<file path="src/tst_pkg.sv">
// shared constants, codes and types of the timer slot table
package tst_pkg;

   // table size and derived widths
   localparam int TIMER_SLOTS = 32;
   localparam int SLOT_W      = (TIMER_SLOTS > 1) ? $clog2(TIMER_SLOTS) : 1;
   localparam int CNT_W       = $clog2(TIMER_SLOTS + 1);

   // most slots that may fire on one tick
   localparam int MAX_FIRE = 32;
   localparam int FIRE_W   = $clog2(MAX_FIRE + 1);

   // field widths
   localparam int TIME_W     = 32;
   localparam int SPAN_W     = 16;
   localparam int TAG_W      = 16;
   localparam int KIND_W     = 2;
   localparam int SLOT_OUT_W = 5;

   // request code
   localparam logic REQ_TICK = 1'b1;

   // result kinds
   localparam logic [KIND_W-1:0] KIND_ADD_OK = 2'd0;
   localparam logic [KIND_W-1:0] KIND_FULL   = 2'd1;
   localparam logic [KIND_W-1:0] KIND_FIRED  = 2'd2;
   localparam logic [KIND_W-1:0] KIND_QUIET  = 2'd3;

   // one slot entry as kept in the slot ram
   typedef struct packed {
      logic [TIME_W-1:0] deadline;
      logic [SPAN_W-1:0] span;
      logic [TAG_W-1:0]  tag;
   } entry_type;

   localparam int ENTRY_W = $bits(entry_type);

   // controller to datapath
   typedef struct packed {
      logic             take;
      logic             tick_start;
      logic [CNT_W-1:0] idx;
      logic             ram_rd;
      logic             add_commit;
      logic             emit_full;
      logic             fire_commit;
      logic             finish;
   } cmd_type;

   // datapath to controller
   typedef struct packed {
      logic new_is_tick;
      logic slot_busy;
      logic fire;
      logic out_free;
      logic pend_vld;
   } stat_type;

endpackage

</file>
<file path="src/tst_ram.sv">
// generic single write, single read ram with registered read data
module tst_ram #(
   parameter int WIDTH = 8,
   parameter int DEPTH = 16
) (
   input  logic                                      clock,
   input  logic                                      wr_en,
   input  logic [((DEPTH > 1) ? $clog2(DEPTH) : 1)-1:0] wr_addr,
   input  logic [WIDTH-1:0]                          wr_data,
   input  logic                                      rd_en,
   input  logic [((DEPTH > 1) ? $clog2(DEPTH) : 1)-1:0] rd_addr,
   output logic [WIDTH-1:0]                          rd_data
);

   logic [WIDTH-1:0] mem_ff [DEPTH];
   logic [WIDTH-1:0] rd_data_ff;

   // write port
   always_ff @(posedge clock) begin
      if (wr_en) begin
         mem_ff[wr_addr] <= wr_data;
      end
   end

   // registered read port, holds until the next read
   always_ff @(posedge clock) begin
      if (rd_en) begin
         rd_data_ff <= mem_ff[rd_addr];
      end
   end

   assign rd_data = rd_data_ff;

endmodule

</file>
<file path="src/tst_ctrl.sv">
// controller state machine of the timer slot table: add search and tick scan
module tst_ctrl (
   input  logic               clock,
   input  logic               reset,
   input  logic               req_valid,
   output logic               req_stall,
   input  tst_pkg::stat_type  stat,
   output tst_pkg::cmd_type   cmd
);

   localparam logic [2:0] S_IDLE      = 3'd0;
   localparam logic [2:0] S_ADD_SCAN  = 3'd1;
   localparam logic [2:0] S_TICK_SCAN = 3'd2;
   localparam logic [2:0] S_TICK_EVAL = 3'd3;
   localparam logic [2:0] S_FINISH    = 3'd4;

   logic [2:0]                   state_ff, state_in;
   logic [tst_pkg::CNT_W-1:0]    idx_ff, idx_in;
   logic [tst_pkg::FIRE_W-1:0]   fire_cnt_ff, fire_cnt_in;
   logic                         idx_end;
   logic                         fire_cap;

   assign idx_end  = (idx_ff == tst_pkg::CNT_W'(tst_pkg::TIMER_SLOTS));
   assign fire_cap = (fire_cnt_ff == tst_pkg::FIRE_W'(tst_pkg::MAX_FIRE));

   // next state and commands
   always_comb begin
      state_in    = state_ff;
      idx_in      = idx_ff;
      fire_cnt_in = fire_cnt_ff;
      cmd         = '0;
      cmd.idx     = idx_ff;
      req_stall   = (state_ff != S_IDLE);
      unique case (state_ff)
         S_IDLE: begin
            if (req_valid) begin
               cmd.take = 1'b1;
               idx_in   = '0;
               if (stat.new_is_tick) begin
                  cmd.tick_start = 1'b1;
                  fire_cnt_in    = '0;
                  state_in       = S_TICK_SCAN;
               end else begin
                  state_in = S_ADD_SCAN;
               end
            end
         end
         S_ADD_SCAN: begin
            if (idx_end) begin
               if (stat.out_free) begin
                  cmd.emit_full = 1'b1;
                  state_in      = S_IDLE;
               end
            end else if (!stat.slot_busy) begin
               if (stat.out_free) begin
                  cmd.add_commit = 1'b1;
                  state_in       = S_IDLE;
               end
            end else begin
               idx_in = idx_ff + tst_pkg::CNT_W'(1);
            end
         end
         S_TICK_SCAN: begin
            if (idx_end || fire_cap) begin
               state_in = S_FINISH;
            end else if (stat.slot_busy) begin
               cmd.ram_rd = 1'b1;
               state_in   = S_TICK_EVAL;
            end else begin
               idx_in = idx_ff + tst_pkg::CNT_W'(1);
            end
         end
         S_TICK_EVAL: begin
            if (!stat.fire) begin
               idx_in   = idx_ff + tst_pkg::CNT_W'(1);
               state_in = S_TICK_SCAN;
            end else if (!stat.pend_vld || stat.out_free) begin
               // held beat goes out as not last, this one is held
               cmd.fire_commit = 1'b1;
               fire_cnt_in     = fire_cnt_ff + tst_pkg::FIRE_W'(1);
               idx_in          = idx_ff + tst_pkg::CNT_W'(1);
               state_in        = S_TICK_SCAN;
            end
         end
         S_FINISH: begin
            if (stat.out_free) begin
               cmd.finish = 1'b1;
               state_in   = S_IDLE;
            end
         end
         default: begin
            state_in = S_IDLE;
         end
      endcase
   end

   // state registers
   always_ff @(posedge clock) begin
      if (reset) begin
         state_ff    <= S_IDLE;
         idx_ff      <= '0;
         fire_cnt_ff <= '0;
      end else begin
         state_ff    <= state_in;
         idx_ff      <= idx_in;
         fire_cnt_ff <= fire_cnt_in;
      end
   end

endmodule

</file>
<file path="src/tst_dp.sv">
// datapath of the timer slot table: slot flags, slot ram, time, held and output beats
module tst_dp (
   input  logic                              clock,
   input  logic                              reset,
   input  logic                              req_type,
   input  logic [tst_pkg::SPAN_W-1:0]        req_span_ticks,
   input  logic                              req_periodic,
   input  logic [tst_pkg::TAG_W-1:0]         req_timer_tag,
   input  tst_pkg::cmd_type                  cmd,
   output tst_pkg::stat_type                 stat,
   output logic                              rsp_valid,
   input  logic                              rsp_stall,
   output logic [tst_pkg::KIND_W-1:0]        rsp_kind,
   output logic [tst_pkg::SLOT_OUT_W-1:0]    rsp_slot_index,
   output logic [tst_pkg::TAG_W-1:0]         rsp_fired_tag,
   output logic                              rsp_last
);

   logic [tst_pkg::SLOT_W-1:0]      slot;
   logic [tst_pkg::TIME_W-1:0]      now_ff, now_in;
   logic [tst_pkg::SPAN_W-1:0]      span_ff;
   logic                            periodic_ff;
   logic [tst_pkg::TAG_W-1:0]       tag_ff;
   logic [tst_pkg::TIMER_SLOTS-1:0] valid_ff, valid_in;
   logic [tst_pkg::TIMER_SLOTS-1:0] slot_per_ff, slot_per_in;
   logic                            pend_vld_ff, pend_vld_in;
   logic [tst_pkg::SLOT_W-1:0]      pend_idx_ff;
   logic [tst_pkg::TAG_W-1:0]       pend_tag_ff;
   logic                            rsp_valid_ff, rsp_valid_in;
   logic [tst_pkg::KIND_W-1:0]      rsp_kind_ff, rsp_kind_in;
   logic [tst_pkg::SLOT_OUT_W-1:0]  rsp_slot_ff, rsp_slot_in;
   logic [tst_pkg::TAG_W-1:0]       rsp_tag_ff, rsp_tag_in;
   logic                            rsp_last_ff, rsp_last_in;
   logic                            emit;
   logic                            out_free;
   logic                            wr_en;
   tst_pkg::entry_type              wr_entry;
   tst_pkg::entry_type              rd_entry;
   logic [tst_pkg::ENTRY_W-1:0]     rd_data;
   logic [tst_pkg::TIME_W-1:0]      diff;

   assign slot     = cmd.idx[tst_pkg::SLOT_W-1:0];
   assign rd_entry = tst_pkg::entry_type'(rd_data);
   assign out_free = !rsp_valid_ff || !rsp_stall;

   // wrap-safe due check: now strictly past deadline
   assign diff = now_ff - rd_entry.deadline;

   assign stat.new_is_tick = (req_type == tst_pkg::REQ_TICK);
   assign stat.slot_busy   = valid_ff[slot];
   assign stat.fire        = (diff != '0) && !diff[tst_pkg::TIME_W-1];
   assign stat.out_free    = out_free;
   assign stat.pend_vld    = pend_vld_ff;

   // slot ram writes: new entry on add, deadline reload on periodic fire
   always_comb begin
      wr_en = cmd.add_commit || (cmd.fire_commit && slot_per_ff[slot]);
      if (cmd.add_commit) begin
         wr_entry.deadline = now_ff + tst_pkg::TIME_W'(span_ff);
         wr_entry.span     = span_ff;
         wr_entry.tag      = tag_ff;
      end else begin
         wr_entry.deadline = now_ff + tst_pkg::TIME_W'(rd_entry.span);
         wr_entry.span     = rd_entry.span;
         wr_entry.tag      = rd_entry.tag;
      end
   end

   tst_ram #(
      .WIDTH (tst_pkg::ENTRY_W),
      .DEPTH (tst_pkg::TIMER_SLOTS)
   ) u_slot_ram (
      .clock   (clock),
      .wr_en   (wr_en),
      .wr_addr (slot),
      .wr_data (wr_entry),
      .rd_en   (cmd.ram_rd),
      .rd_addr (slot),
      .rd_data (rd_data)
   );

   // time, slot flags and held fire beat
   always_comb begin
      now_in      = now_ff;
      valid_in    = valid_ff;
      slot_per_in = slot_per_ff;
      pend_vld_in = pend_vld_ff;
      if (cmd.tick_start) begin
         now_in = now_ff + tst_pkg::TIME_W'(1);
      end
      if (cmd.add_commit) begin
         valid_in[slot]    = 1'b1;
         slot_per_in[slot] = periodic_ff;
      end
      if (cmd.fire_commit) begin
         pend_vld_in = 1'b1;
         if (!slot_per_ff[slot]) begin
            valid_in[slot] = 1'b0;
         end
      end
      if (cmd.finish) begin
         pend_vld_in = 1'b0;
      end
   end

   // output beat selection
   always_comb begin
      emit        = 1'b0;
      rsp_kind_in = rsp_kind_ff;
      rsp_slot_in = rsp_slot_ff;
      rsp_tag_in  = rsp_tag_ff;
      rsp_last_in = rsp_last_ff;
      if (cmd.add_commit) begin
         emit        = 1'b1;
         rsp_kind_in = tst_pkg::KIND_ADD_OK;
         rsp_slot_in = tst_pkg::SLOT_OUT_W'(slot);
         rsp_tag_in  = tag_ff;
         rsp_last_in = 1'b1;
      end else if (cmd.emit_full) begin
         emit        = 1'b1;
         rsp_kind_in = tst_pkg::KIND_FULL;
         rsp_slot_in = '0;
         rsp_tag_in  = tag_ff;
         rsp_last_in = 1'b1;
      end else if (cmd.fire_commit && pend_vld_ff) begin
         emit        = 1'b1;
         rsp_kind_in = tst_pkg::KIND_FIRED;
         rsp_slot_in = tst_pkg::SLOT_OUT_W'(pend_idx_ff);
         rsp_tag_in  = pend_tag_ff;
         rsp_last_in = 1'b0;
      end else if (cmd.finish) begin
         emit        = 1'b1;
         rsp_last_in = 1'b1;
         if (pend_vld_ff) begin
            rsp_kind_in = tst_pkg::KIND_FIRED;
            rsp_slot_in = tst_pkg::SLOT_OUT_W'(pend_idx_ff);
            rsp_tag_in  = pend_tag_ff;
         end else begin
            rsp_kind_in = tst_pkg::KIND_QUIET;
            rsp_slot_in = '0;
            rsp_tag_in  = '0;
         end
      end
      rsp_valid_in = emit || (rsp_valid_ff && rsp_stall);
   end

   // control registers
   always_ff @(posedge clock) begin
      if (reset) begin
         now_ff       <= '0;
         valid_ff     <= '0;
         slot_per_ff  <= '0;
         pend_vld_ff  <= 1'b0;
         rsp_valid_ff <= 1'b0;
      end else begin
         now_ff       <= now_in;
         valid_ff     <= valid_in;
         slot_per_ff  <= slot_per_in;
         pend_vld_ff  <= pend_vld_in;
         rsp_valid_ff <= rsp_valid_in;
      end
   end

   // payload registers
   always_ff @(posedge clock) begin
      if (cmd.take) begin
         span_ff     <= req_span_ticks;
         periodic_ff <= req_periodic;
         tag_ff      <= req_timer_tag;
      end
      if (cmd.fire_commit) begin
         pend_idx_ff <= slot;
         pend_tag_ff <= rd_entry.tag;
      end
      rsp_kind_ff <= rsp_kind_in;
      rsp_slot_ff <= rsp_slot_in;
      rsp_tag_ff  <= rsp_tag_in;
      rsp_last_ff <= rsp_last_in;
   end

   assign rsp_valid      = rsp_valid_ff;
   assign rsp_kind       = rsp_kind_ff;
   assign rsp_slot_index = rsp_slot_ff;
   assign rsp_fired_tag  = rsp_tag_ff;
   assign rsp_last       = rsp_last_ff;

endmodule

</file>
<file path="src/timer_slot_table.sv">
// Timer slot table: holds up to TIMER_SLOTS timers, each with a tag and a span in
// one slot ram with a single read and a single write port, and a periodic flag in a
// register. An add searches the slots from zero, one per cycle, and takes the first
// free one. A tick advances time by one and walks every slot in ascending order: a
// free slot is skipped, an occupied one is read from the slot ram, then due-checked.
// Each fired timer gives one beat, the final beat of a request has last set, and a
// tick where nothing fires gives one quiet beat. One request is worked at a time; the
// next is taken as soon as the final beat sits in the output register, and a stall on
// the result side holds the search or the walk until the output register is free.
module timer_slot_table (
   input  logic                              clock,
   input  logic                              reset,
   input  logic                              req_valid,
   output logic                              req_stall,
   input  logic                              req_type,
   input  logic [tst_pkg::SPAN_W-1:0]        req_span_ticks,
   input  logic                              req_periodic,
   input  logic [tst_pkg::TAG_W-1:0]         req_timer_tag,
   output logic                              rsp_valid,
   input  logic                              rsp_stall,
   output logic [tst_pkg::KIND_W-1:0]        rsp_kind,
   output logic [tst_pkg::SLOT_OUT_W-1:0]    rsp_slot_index,
   output logic [tst_pkg::TAG_W-1:0]         rsp_fired_tag,
   output logic                              rsp_last
);

   tst_pkg::cmd_type  cmd;
   tst_pkg::stat_type stat;

   // sequencing
   tst_ctrl u_ctrl (
      .clock     (clock),
      .reset     (reset),
      .req_valid (req_valid),
      .req_stall (req_stall),
      .stat      (stat),
      .cmd       (cmd)
   );

   // storage and result path
   tst_dp u_dp (
      .clock          (clock),
      .reset          (reset),
      .req_type       (req_type),
      .req_span_ticks (req_span_ticks),
      .req_periodic   (req_periodic),
      .req_timer_tag  (req_timer_tag),
      .cmd            (cmd),
      .stat           (stat),
      .rsp_valid      (rsp_valid),
      .rsp_stall      (rsp_stall),
      .rsp_kind       (rsp_kind),
      .rsp_slot_index (rsp_slot_index),
      .rsp_fired_tag  (rsp_fired_tag),
      .rsp_last       (rsp_last)
   );

endmodule

</file>
<file path="config.mk">
export PLATFORM = sky130hd
export DESIGN_NAME = timer_slot_table
export DESIGN_NICKNAME = d
export VERILOG_FILES = /design/src/tst_pkg.sv /design/src/tst_ram.sv /design/src/tst_ctrl.sv /design/src/tst_dp.sv /design/src/timer_slot_table.sv
export SDC_FILE = /design/constraint.sdc
export NUM_CORES = 2
export LEC_CHECK = 0
export BUFFER_PORTS_ARGS = -buffer_cell sky130_fd_sc_hd__buf_4
export CORE_MARGIN = 2
export CORE_UTILIZATION = 40
export DETAILED_ROUTE_END_ITERATION = 12
export PLACE_DENSITY = 0.53
export SLEW_MARGIN = 5
export SYNTH_ARGS = -nofsm -noshare
export SYNTH_HDL_FRONTEND = slang
export SYNTH_SLANG_ARGS = --single-unit
</file>
<file path="constraint.sdc">
create_clock -name clock -period 13.1 [get_ports clock]
set_input_delay 1.965 -clock clock [delete_from_list [all_inputs] [get_ports clock]]
set_output_delay 1.965 -clock clock [all_outputs]
set_load 0.01 [all_outputs]
</file>
==> flow_metrics.py <==
metrics = {
    "status": {
        "outcome": "completed",
    },
    "finish": {
        "finish.utilization_pct": 45.47,
        "area_growth_pct": 13.40,
        "final_common_cell": "edfxtp_1",
        "fillCellCount": 19077,
        "fin_nets": 4676,
        "drive_gt1_share_pct": 23.66,
        "final_cell_mix": "edfxtp_1 (2187), mux4_2 (528), a22oi_1 (262), clkbuf_16 (232), buf_4 (166)",
        "stdcell_count": 7774,
    },
    "pwr": {
        "leakage_nw": 31.94,
        "power_density_nw_per_um2": 179.9,
        "peakVddDrop_v": 0.0001424,
    },
    "flow_run": {
        "maxCapViolCount": 0,
    },
    "floorplan": {
        "die_w_um": 478.1,
        "initial_core_util_pct": 40.10,
        "core-area_um2": 224200,
        "io_pins": 64,
        "die-area_um2": 228600,
        "rows": 174,
        "die_h_um": 478.1,
    },
    "global_routing": {
        "antenna_found_initial": 7,
        "grt_pass1_wl_mm": 351.2,
        "grt_max_degree": 85,
        "first_global_vias": 46047,
        "grtUsageTotal_pct": 21.44,
        "gr-total-overflow": 0,
    },
    "placement": {
        "post-dp-hpwl_mm": 127.3,
        "gp_congestion": 0.8841,
        "numPlacedInstances": 7341,
        "io_buffers": 63,
    },
    "sta": {
        "setup_tns_ps": 0,
        "skew_ps": 117.3,
        "hold_ws_ps": 438.5,
        "fmaxAchievable_ghz": 0.1091,
        "period_share_pct": 69.97,
        "finalSetupViolCount": 0,
        "relSlewSlack_pct": 14.21,
        "drv_slew": 0,
        "period_minus_slack_ps": 9167,
        "rsz0062_at_grt": "false",
        "finalHoldViolations": 0,
        "tightest_slew_ps": 1286,
    },
    "logic_synthesis": {
        "netlist.area_leader.share_pct": 73.04,
        "synth-edff-count": 2187,
        "synthFlopType": "edfxtp_1",
        "yosysTopAreaCell": "edfxtp_1",
        "ys_types": 73,
        "mappedNetlistNets": 4548,
        "synth.area.top_cells": "edfxtp_1 (73%), mux4_2 (13%), dfxtp_1 (2.6%)",
        "netlist_instances": 4454,
        "async_flop_share_pct": 0,
        "yosysSeqAreaShare_pct": 75.62,
        "syn_area_um2": 89920,
        "avgSynthCellArea_um2": 20.19,
        "synth-seq-cells": 2303,
        "ys_warn_count": 0,
    },
    "setup_path": {
        "worstPathRequired_ps": 13510,
        "path_cells": "buf_4, mux4_2, a22oi_1, and3_1, and3b_4, mux2_2, ha_1, fa_1, a21o_1, a21oi_1, o21bai_1, a21oi_1, nor2b_1, o2111ai_1, nand3_1, a31oi_1, buf_4, or3_1, nor2_1, xor2_2",
        "crit_buf_inv": 2,
        "cp-end-kind": "register",
        "max_stage_delay_ps": 990,
        "crit_arrival_ps": 9580,
        "crit_fanout": 38,
        "cpLargestDelayFamily": "compound AO/OA/AOI/OAI gates",
        "start_kind": "register",
        "critPathSlowestCell": "xor2_2",
        "criticalPathCategory": "register to register",
    },
    "drt": {
        "antenna_left": 0,
        "vias_per_cell": 5.876,
        "drt-total-wl_mm": 246.6,
        "wl_per_cell_um": 31.72,
        "vias": 45681,
        "dr.first_iter.drc_count": 5173,
        "drcViolationCount": 0,
        "drtPass1Iterations": 6,
    },
    "clock_network": {
        "clock_sinks": 2303,
        "postCtsSetupBuffers": 0,
        "clkTransAtPathRegs_ps": 60,
        "clock_latency_ps": 910,
        "clockRootBuffer": "clkbuf_16",
        "cts_hold_buf": 0,
        "h-tree-depth": 4,
        "cts_buffers": 231,
        "cts_resized": 0,
        "clock_path_buffers": 3,
        "tritoncts": "yes",
    },
    "min_path": {
        "hold_class": "register to register",
    },
}
power breakdown:
part / internal, mW / switching, mW / total (mW)
combinational: 1.23 / 1.82 / 3.04
sequential: 8.69 / 0.0954 / 8.79
clock: 3.64 / 2.87 / 6.51
total: 13.6 / 4.78 / 18.3
stage by stage:
| stage | setup WS, ps | cell area, um2 | total power [mW] |
|---|---|---|---|
| floorplan | 4757 | 89920 | 11.05 |
| global placement | 4148 | 94440 | 12.03 |
| detailed placement | 4074 | 94440 | 12.06 |
| CTS | 3937 | 101900 | 18.55 |
| global route | 3363 | 102000 | 19.02 |
| finish | 3933 | 102000 | 18.34 |
cell usage after synthesis (9+ instances only):
cell type / number
nand4_1: 78
nor3_1: 29
nand2b_1: 14
mux4_2: 528
dfxtp_1: 116
clkbuf_1: 206
nor2_1: 116
a31oi_1: 36
and2_1: 9
xor2_1: 26
inv_1: 66
and3_1: 53
nor2b_1: 10
ha_1: 54
a22oi_1: 262
o21bai_1: 10
or3_1: 16
buf_2: 10
o211ai_1: 10
xnor2_1: 34
mux2i_1: 37
a311oi_1: 32
a21oi_1: 68
mux2_2: 33
o21ai_0: 34
a211oi_1: 11
o21a_1: 12
nand3_1: 80
edfxtp_1: 2187
a21o_1: 17
nand2_1: 101
buf_1: 58
flip-flops by register name, summed over array words and instances, names as in the netlist, 32 cells and up:
signal	flops
u_dp.u_slot_ram.mem_ff	2048
u_dp.u_slot_ram.rd_data	64
u_dp.now_ff	32
u_dp.slot_per_ff	32
u_dp.valid_ff	32
layer usage:
metal	vias up	routed length [um]	track usage (%)
met5	-	0	0
li1	18933	-	-
met3	287	14520	3.087
met4	0	4262	4.314
met2	1554	117700	34.21
met1	24907	110100	31.57
cell families (layout without fill, tap and decap cells):
kind of cell | after synthesis | after routing | share of synthesized area, %
compound gates | 554 | 554 | 4.429
xor+xnor | 60 | 60 | 0.5844
fa+ha+maj | 56 | 56 | 0.7959
buf+inv | 341 | 667 | 1.437
flops | 2303 | 2303 | 75.62
mux | 598 | 598 | 14.05
other cells | 0 | 2 | 0
simple gates | 542 | 542 | 3.085
cell type report:
| cell class | instances | area [um2] | area share (%) |
|---|---|---|---|
| sequential | 2303 | 68000 | 66.69 |
| multi-input combinational | 1810 | 21190 | 20.78 |
| clock buffer | 299 | 6117 | 5.999 |
| tap | 2992 | 3744 | 3.671 |
| clock inverter | 132 | 1351 | 1.325 |
| timing repair buffer | 169 | 1306 | 1.281 |
| inverter | 67 | 251.5 | 0.2466 |
| antenna | 2 | 5.005 | 0.004908 |
final timing paths:
check	from	to	slack, ps	depth (start not counted)
max	u_ctrl.idx_ff[0]$_SDFFE_PP0P_	u_dp.u_slot_ram.mem_ff[8][62]$_DFFE_PP_	3930	20
min	u_dp.u_slot_ram.rd_data[5]$_DFFE_PP_	u_dp.pend_tag_ff[5]$_DFFE_PN_	440	0
max reg2reg	u_ctrl.idx_ff[0]$_SDFFE_PP0P_	u_dp.u_slot_ram.mem_ff[8][62]$_DFFE_PP_	3930	20
min reg2reg	u_dp.u_slot_ram.rd_data[5]$_DFFE_PP_	u_dp.pend_tag_ff[5]$_DFFE_PN_	440	0
No activity file was read; power rests on OpenSTA's default activity.
